[src/rtl/tbrl_pkg.sv]
// Package for the token bucket rate limiter: sequencer states, register
// indexes, action codes, field widths and the divider request type.
// No dependencies.
`timescale 1ns / 1ps
`default_nettype none
package tbrl_pkg;

  localparam int RATE_W   = 20;
  localparam int TICK_W   = 32;
  localparam int LIMIT_W  = 52;
  localparam int CREDIT_W = 54;

  localparam logic [1:0] REG_RATE     = 2'd0;
  localparam logic [1:0] REG_INTERVAL = 2'd1;
  localparam logic [1:0] REG_WINDOW   = 2'd2;

  localparam logic ACT_ADD  = 1'b0;
  localparam logic ACT_TAKE = 1'b1;

  typedef enum logic [2:0] {
    ST_IDLE,
    ST_CMUL,
    ST_CLOAD,
    ST_MUL,
    ST_UPD,
    ST_DIV,
    ST_DIVW,
    ST_WB
  } state_t;

  typedef struct packed {
    logic                    start;
    logic                    neg;
    logic [CREDIT_W-1:0]     mag;
    logic [TICK_W-1:0]       divisor;
  } div_req_t;

endpackage
`default_nettype wire

[src/rtl/tbrl_mul.sv]
// Shared 20 x 32 bit multiplier with a registered product.
// Depends on tbrl_pkg for the operand widths.
`timescale 1ns / 1ps
`default_nettype none
module tbrl_mul (
  input  wire                         clk,
  input  wire                         en,
  input  wire [tbrl_pkg::RATE_W-1:0]  a,
  input  wire [tbrl_pkg::TICK_W-1:0]  b,
  output logic [tbrl_pkg::LIMIT_W-1:0] p
);
  import tbrl_pkg::*;

  always_ff @(posedge clk) begin
    if (en) begin
      p <= {{TICK_W{1'b0}}, a} * {{RATE_W{1'b0}}, b};
    end
  end

endmodule
`default_nettype wire

[src/rtl/tbrl_div.sv]
// Iterative restoring divider: signed credit by unsigned interval, one
// quotient bit per cycle, quotient truncated toward zero.
// Depends on tbrl_pkg for the request type and widths.
`timescale 1ns / 1ps
`default_nettype none
module tbrl_div (
  input  wire                            clk,
  input  wire                            rst,
  input  wire tbrl_pkg::div_req_t        req,
  output logic                           done,
  output logic [tbrl_pkg::CREDIT_W-1:0]  quo
);
  import tbrl_pkg::*;

  localparam int CNT_W = $clog2(CREDIT_W);

  logic                busy;
  logic [CNT_W-1:0]    cnt;
  logic                neg;
  logic [CREDIT_W-1:0] q;
  logic [TICK_W-1:0]   rem;
  logic [TICK_W-1:0]   dvs;

  logic [TICK_W:0]     rem_sh;
  logic [TICK_W+1:0]   diff;
  logic                qbit;
  logic [TICK_W-1:0]   rem_next;
  logic [CREDIT_W-1:0] q_next;

  always_comb begin
    rem_sh   = {rem, q[CREDIT_W-1]};
    diff     = {1'b0, rem_sh} - {2'b00, dvs};
    qbit     = !diff[TICK_W+1];
    rem_next = qbit ? diff[TICK_W-1:0] : rem_sh[TICK_W-1:0];
    q_next   = {q[CREDIT_W-2:0], qbit};
  end

  always_ff @(posedge clk) begin
    if (rst) begin
      busy <= 1'b0;
      done <= 1'b0;
      cnt  <= '0;
    end else begin
      done <= 1'b0;
      if (req.start) begin
        busy <= 1'b1;
        cnt  <= '0;
      end else if (busy) begin
        cnt <= cnt + 1'b1;
        if (cnt == CNT_W'(CREDIT_W - 1)) begin
          busy <= 1'b0;
          done <= 1'b1;
        end
      end
    end
  end

  always_ff @(posedge clk) begin
    if (req.start) begin
      q   <= req.mag;
      rem <= '0;
      dvs <= req.divisor;
      neg <= req.neg;
    end else if (busy) begin
      q   <= q_next;
      rem <= rem_next;
      if (cnt == CNT_W'(CREDIT_W - 1)) begin
        quo <= neg ? (~q_next + 1'b1) : q_next;
      end
    end
  end

endmodule
`default_nettype wire

[src/rtl/token_bucket_rate_limiter.sv]
// Token bucket rate limiter: one request in, one result out, credit scaled
// by interval ticks. A request runs the multiply, the credit update, the
// divider start, one divider step per quotient bit and the write-back,
// which holds while the output stalls; no new request is taken until the
// result is written back. A config write runs the limit multiply and refill.
// Synchronous active-high reset: rate, window and limit to 0, interval 1, credit empty.
`timescale 1ns / 1ps
`default_nettype none
module token_bucket_rate_limiter (
  input  wire         clk,
  input  wire         rst,
  input  wire         s_tvalid,
  output logic        s_tready,
  input  wire  [55:0] s_tdata,   // elapsed_ticks[31:0], take_count[51:32], zero pad
  input  wire         s_tuser,   // action
  output logic        m_tvalid,
  input  wire         m_tready,
  output logic [63:0] m_tdata,   // granted[0], remaining_tokens[54:1], bucket_full[55],
                                 // can_take[56], zero pad
  input  wire         cfg_valid,
  output logic        cfg_ready,
  input  wire  [1:0]  cfg_index,
  input  wire  [31:0] cfg_data
);
  import tbrl_pkg::*;

  state_t state, state_next;

  logic [RATE_W-1:0]   rate_tokens;
  logic [TICK_W-1:0]   interval_ticks;
  logic [TICK_W-1:0]   window_ticks;
  logic [TICK_W-1:0]   ivl;

  logic                act;
  logic [TICK_W-1:0]   elapsed;
  logic [RATE_W-1:0]   count;

  logic signed [CREDIT_W-1:0] credit;
  logic [LIMIT_W-1:0]  limit_scaled;
  logic                granted;

  logic                mul_en;
  logic [RATE_W-1:0]   mul_a;
  logic [TICK_W-1:0]   mul_b;
  logic [LIMIT_W-1:0]  prod;

  div_req_t            dreq;
  logic                div_done;
  logic [CREDIT_W-1:0] quo;

  logic                cfg_hit;
  logic                in_hit;
  logic                out_free;
  logic signed [CREDIT_W:0] sum;

  assign ivl      = (interval_ticks == '0) ? TICK_W'(1) : interval_ticks;
  assign cfg_hit  = cfg_valid && cfg_ready && (cfg_index <= REG_WINDOW);
  assign in_hit   = s_tvalid && s_tready;
  assign out_free = !m_tvalid || m_tready;
  assign sum      = {credit[CREDIT_W-1], credit} + $signed({3'b000, prod});

  // next state
  always_comb begin
    state_next = state;
    case (state)
      ST_IDLE: begin
        if (cfg_hit) begin
          state_next = ST_CMUL;
        end else if (in_hit) begin
          state_next = ST_MUL;
        end
      end
      ST_CMUL:  state_next = ST_CLOAD;
      ST_CLOAD: state_next = ST_IDLE;
      ST_MUL:   state_next = ST_UPD;
      ST_UPD:   state_next = ST_DIV;
      ST_DIV:   state_next = ST_DIVW;
      ST_DIVW: begin
        if (div_done) begin
          state_next = ST_WB;
        end
      end
      ST_WB: begin
        if (out_free) begin
          state_next = ST_IDLE;
        end
      end
      default:  state_next = ST_IDLE;
    endcase
  end

  // sequencer outputs
  always_comb begin
    cfg_ready    = 1'b0;
    s_tready     = 1'b0;
    mul_en       = 1'b0;
    mul_a        = rate_tokens;
    mul_b        = window_ticks;
    dreq.start   = 1'b0;
    dreq.neg     = credit[CREDIT_W-1];
    dreq.mag     = credit[CREDIT_W-1] ? (~credit + 1'b1) : credit;
    dreq.divisor = ivl;
    case (state)
      ST_IDLE: begin
        cfg_ready = 1'b1;
        s_tready  = !cfg_valid;
      end
      ST_CMUL: mul_en = 1'b1;
      ST_MUL: begin
        mul_en = 1'b1;
        if (act == ACT_TAKE) begin
          mul_a = count;
          mul_b = ivl;
        end else begin
          mul_b = elapsed;
        end
      end
      ST_DIV:  dreq.start = 1'b1;
      default: ;
    endcase
  end

  always_ff @(posedge clk) begin
    if (rst) begin
      state <= ST_IDLE;
    end else begin
      state <= state_next;
    end
  end

  // configuration registers, limit and credit
  always_ff @(posedge clk) begin
    if (rst) begin
      rate_tokens    <= '0;
      interval_ticks <= TICK_W'(1);
      window_ticks   <= '0;
      credit         <= '0;
      limit_scaled   <= '0;
    end else begin
      if (cfg_hit) begin
        case (cfg_index)
          REG_RATE:     rate_tokens    <= cfg_data[RATE_W-1:0];
          REG_INTERVAL: interval_ticks <= cfg_data;
          REG_WINDOW:   window_ticks   <= cfg_data;
          default: ;
        endcase
      end
      if (state == ST_CLOAD) begin
        limit_scaled <= prod;
        credit       <= $signed({2'b00, prod});
      end
      if (state == ST_UPD) begin
        if (act == ACT_ADD) begin
          // clamp at the limit
          if (sum > $signed({3'b000, limit_scaled})) begin
            credit <= $signed({2'b00, limit_scaled});
          end else begin
            credit <= sum[CREDIT_W-1:0];
          end
        end else if (!credit[CREDIT_W-1]) begin
          credit <= credit - $signed({2'b00, prod});
        end
      end
    end
  end

  // request capture and grant flag
  always_ff @(posedge clk) begin
    if (in_hit) begin
      act     <= s_tuser;
      elapsed <= s_tdata[31:0];
      count   <= s_tdata[51:32];
    end
    if (state == ST_UPD) begin
      granted <= (act == ACT_TAKE) && !credit[CREDIT_W-1];
    end
  end

  // output register
  always_ff @(posedge clk) begin
    if (rst) begin
      m_tvalid <= 1'b0;
    end else if (state == ST_WB && out_free) begin
      m_tvalid <= 1'b1;
    end else if (m_tready) begin
      m_tvalid <= 1'b0;
    end
  end

  always_ff @(posedge clk) begin
    if (state == ST_WB && out_free) begin
      m_tdata <= {7'b0, !credit[CREDIT_W-1],
                  credit == $signed({2'b00, limit_scaled}), quo, granted};
    end
  end

  tbrl_mul u_mul (
    .clk (clk),
    .en  (mul_en),
    .a   (mul_a),
    .b   (mul_b),
    .p   (prod)
  );

  tbrl_div u_div (
    .clk  (clk),
    .rst  (rst),
    .req  (dreq),
    .done (div_done),
    .quo  (quo)
  );

endmodule
`default_nettype wire

[config.mk]
export PLATFORM = sky130hd
export DESIGN_NAME = token_bucket_rate_limiter
export DESIGN_NICKNAME = d
export VERILOG_FILES = /design/src/rtl/tbrl_pkg.sv /design/src/rtl/tbrl_mul.sv /design/src/rtl/tbrl_div.sv /design/src/rtl/token_bucket_rate_limiter.sv
export SDC_FILE = /design/constraint.sdc
export NUM_CORES = 2
export LEC_CHECK = 0
export ABC_AREA = 1
export ABC_CLOCK_PERIOD_IN_PS = 7600
export BUFFER_PORTS_ARGS = -buffer_cell sky130_fd_sc_hd__buf_4
export CAP_MARGIN = 5
export CORE_MARGIN = 8
export CORE_UTILIZATION = 59
export DETAILED_ROUTE_END_ITERATION = 8
export PLACE_DENSITY_LB_ADDON = 0.3
export SYNTH_ARGS = -nofsm -noshare
export SYNTH_HDL_FRONTEND = slang
export SYNTH_HIERARCHICAL = 1
export SYNTH_SLANG_ARGS = --single-unit
[constraint.sdc]
create_clock -name clk -period 7.6 [get_ports clk]
set_clock_uncertainty 0.05 [all_clocks]
set_input_delay 0.38 -clock clk [delete_from_list [all_inputs] [get_ports clk]]
set_output_delay 0.38 -clock clk [all_outputs]
set_load 0.02 [all_outputs]
==> summary.md <==
| Metric | Value |
|---|---|
| Dpl cell area | `approximately 62000 µm²` |
| Io pins | `163` |
| GRT Util Overall | `0.3774` |
| Worst hold path type | `input pin to flip-flop` |
| Worst-Skew Late Latency | `0.67 ns` |
| Min Tclk post-route | `7.357 ns` |
| Input/output buffers | `151` |
| Die height | `between 300 and 400 µm` |
| Initial drt markers | `about 6.3k` |
| GRT overflow | `0` |
| Ys flop type | `edfxtp_1` |
| Clock Path Buffers | `3` |
| Global route hottest layer | `met2` |
| Syn Inst Count | `just over 8k` |
| Async set-reset flop share out of synthesis | `0` |
| Drc violations | `0` |
| Largest net degree at the start of global routing | `~140` |
| Post-synth EDFFs | `between 300 and 400` |
| Mapped Area | `59210 µm²` |
| Yosys warning total | `6` |
| Clock Tree Root | `clkbuf_16` |
| Layout Nets | `9331` |
| Die span in x | `approximately 330 µm` |
| Register area share after synthesis | `0.2333` |
| Mapped Avg Cell Area | `about 7 µm²` |
| Pleak | `roughly 0.034 µW` |
| Via count | `~56k` |
| Register bit total from synthesis | `538` |
| Max H-tree Level | `2` |
| Max Clk Rate | `roughly 140 MHz` |
| Critical path class | `flip-flop to flip-flop` |
| Final Instance Count excl. Fillers | `approximately 9.7k` |
| Final critical-path share of the clock period | `0.9680` |
| FILL cells | `~8.7k` |
| Layout cell share with drive strength beyond 1 | `0.07626` |
| First-pass GRT wire length | `between 300000 and 400000 µm` |
| CTS tree | `done` |
| CP Capture Type | `flip-flop` |
| Area Overhead vs Synth | `10.17%` |
| Grt met1 use | `0.4716` |
| Relative slew slack | `0.2072` |
| Post-synthesis cell type count | `69` |
| Antenna Nets Post-Route | `0` |
| Post-DR wirelength/cell | `about 22 µm` |
| Pwr dens | `slightly below 300 nW/µm²` |
| Maximum VDD drop | `between 900 and 1000 µV` |
| Design area | `approximately 65000 µm²` |
| Max cap viols | `0` |
| Vias/cell | `around 5.8` |
| GPL Wtd Cong | `1.073` |
| Drt first pass iters | `9` |
| Final Max Slew Viols | `0` |
| CP Data Required Time | `just under 8 ns` |
| Ranking of synthesized cells by area | `fa_1 18%, edfxtp_1 15%, nand2_1 13%` |
| Initial antenna violation count | `2` |
| Die area | `about 110000 µm²` |
| Vias in the first global route | `55.45k` |
| Synth area leader | `fa_1` |
| Actual slew at the worst max-slew pin | `1.188 ns` |
| Core box area | `about 100000 µm²` |
| DP Cell Count | `9485` |
| Initial core utilization | `0.5930` |
| Met2 Resource Use GR | `0.6003` |
| CTS clk-pin slew, worst paths | `~0.07 ns` |
| Top-area cell type share of the netlist area | `0.1822` |
| Status | `complete, no violations` |
| Post-DP HPWL | `between 150000 and 200000 µm` |
| Startpoint Class | `flip-flop` |
| Hold violation count in the final report | `0` |
| Num rows | `~120` |
| WL final | `roughly 220000 µm` |
| Met3 GRT Util | `0.07181` |
| Number of CTS-inserted buffers | `59` |
| Critical Path Fanout Max | `4` |
| Crit path arrival time | `about 7.7 ns` |
| Clk sinks | `around 540` |
| Final setup vio count | `0` |
sequential cells by signal, summed over array words and instances, names as in the netlist, 52 cells and up:
signal and cells:
u_div/quo 54, u_div/q 54, m_tdata 57, u_mul/p 52
limit_scaled 52, credit 54
per-stage QoR:
stage                     setup WS, ns  TNS (ns)  power, µW  hold WS, ns  utilization
after global placement          0.2860         0      15200       0.3511       0.6202
after CTS                       0.1512         0      18620       0.1056       0.6507
after floorplan                 0.4256         0      11390       0.3503            -
final                           0.2431         0      19150       0.1537       0.6533
after detailed placement        0.1863         0      15350       0.3545       0.6202
after global routing          -0.02493  -0.02574      20180       0.1480       0.6532
synthesized netlist by cell type (65+ instances only):
library cell and number:
a21oi_1 362, clkbuf_1 283, dfxtp_1 234, edfxtp_1 304, fa_1 539, ha_1 355
inv_1 1702, nand2_1 2090, nand3_1 327, nand4_1 65, nor2_1 671, nor3_1 75
o21ai_0 508, xor2_1 190
what timing repair did:
item,4_1_cts,5_1_grt
resized for setup,0,38
endpoints found under the hold margin,140,0
buffers inserted,0,6
hold buffers,86,0
setup endpoints to repair,0,33
layer usage:
metal,vias to the layer above,part of all wire
li1,25553,-
met1,26504,0.37
met2,3226,0.44
met3,892,0.10
met4,0,0.079
met5,-,0
kinds of logic (layout without fill, tap and decap cells):
| group | Yosys count | after routing | share of synthesized area |
|---|---|---|---|
| mux | 20 | 21 | 0.003804 |
| xor+xnor | 214 | 214 | 0.03165 |
| fa+ha+maj | 894 | 894 | 0.2572 |
| flops | 538 | 538 | 0.2333 |
| buf+inv | 2094 | 2228 | 0.1356 |
| compound gates | 1101 | 1101 | 0.1021 |
| simple gates | 3389 | 3389 | 0.2362 |
| other cells | 1 | 10 | 0.00006333 |
final cells by class:
type,instances,area [µm²],share of cell area
Antenna cell,3,7.507,0.0001151
Clock buffer,67,1578,0.02419
Clock inverter,45,605.6,0.009283
Inverter,1737,6525,0.1000
Multi-Input combinational cell,5626,37700,0.5779
Sequential cell,538,13820,0.2118
Tap cell,1298,1624,0.02490
Timing Repair Buffer,379,3377,0.05177
report_power, final:
part           total (µW)  leakage (µW)  switching, µW  internal (µW)
sequential           4380       0.00469            768           3610
combinational       11600        0.0284           8180           3380
clock                3220       0.00105           1330           1890
total               19200        0.0342          10300           8880
placed cells by master, fill, tap and decap left out, types with 23 or more instances in the layout:
cell type      netlist  layout
o21bai_1            34      33
xnor2_1             24      24
dlygate4sd3_1        0      86
nand3_1            327     327
o211ai_1            23      23
nand4_1             65      65
nand2_1           2090    2089
inv_2               30      35
nor4_1              32      31
fa_1               539     539
o21ai_1             23      26
xor2_1             190     190
dfxtp_1            234     233
o21ai_0            508     480
o21ai_2             12      37
nor2_1             671     660
ha_1               355     352
nand2_2             31      32
edfxtp_1           304     304
buf_12               0      25
nor3_1              75      71
inv_1             1702    1697
nor2_2              27      33
a21oi_1            362     361
a31oi_1             33      30
buf_4               16     267
clkbuf_16            0      60
worst paths after layout:
path	from	slack (ns)	endpoint	cells past startpoint
worst max register to register	interval_ticks[12]	0.24	u_mul/p[48]	26
worst min register to register	granted	0.36	m_tdata[0]	0
worst max-delay path	interval_ticks[12]	0.24	u_mul/p[48]	26
worst min-delay path	s_tvalid	0.15	elapsed[23]	3
worst max-delay path, stage by stage, from the launching register on:
cell and delay (ns):
dfxtp_1 0.35, nor4_1 0.42, nand4_1 0.17, o21bai_2 0.24, o221ai_1 0.14, inv_1 0.15, nand2_1 0.10, fa_1 0.54
fa_1 0.59, inv_1 0.07, fa_1 0.52, fa_1 0.57, fa_1 0.54, fa_1 0.56, inv_1 0.08, fa_1 0.54
inv_1 0.04, ha_1 0.35, nand2_1 0.12, nor2_1 0.21, nand2_1 0.12, inv_1 0.09, nand2_1 0.12, nor2_1 0.15
nand2_1 0.10, nand4_1 0.11, nand2_1 0.05
Note: power is estimated with default switching activity, not from simulation.
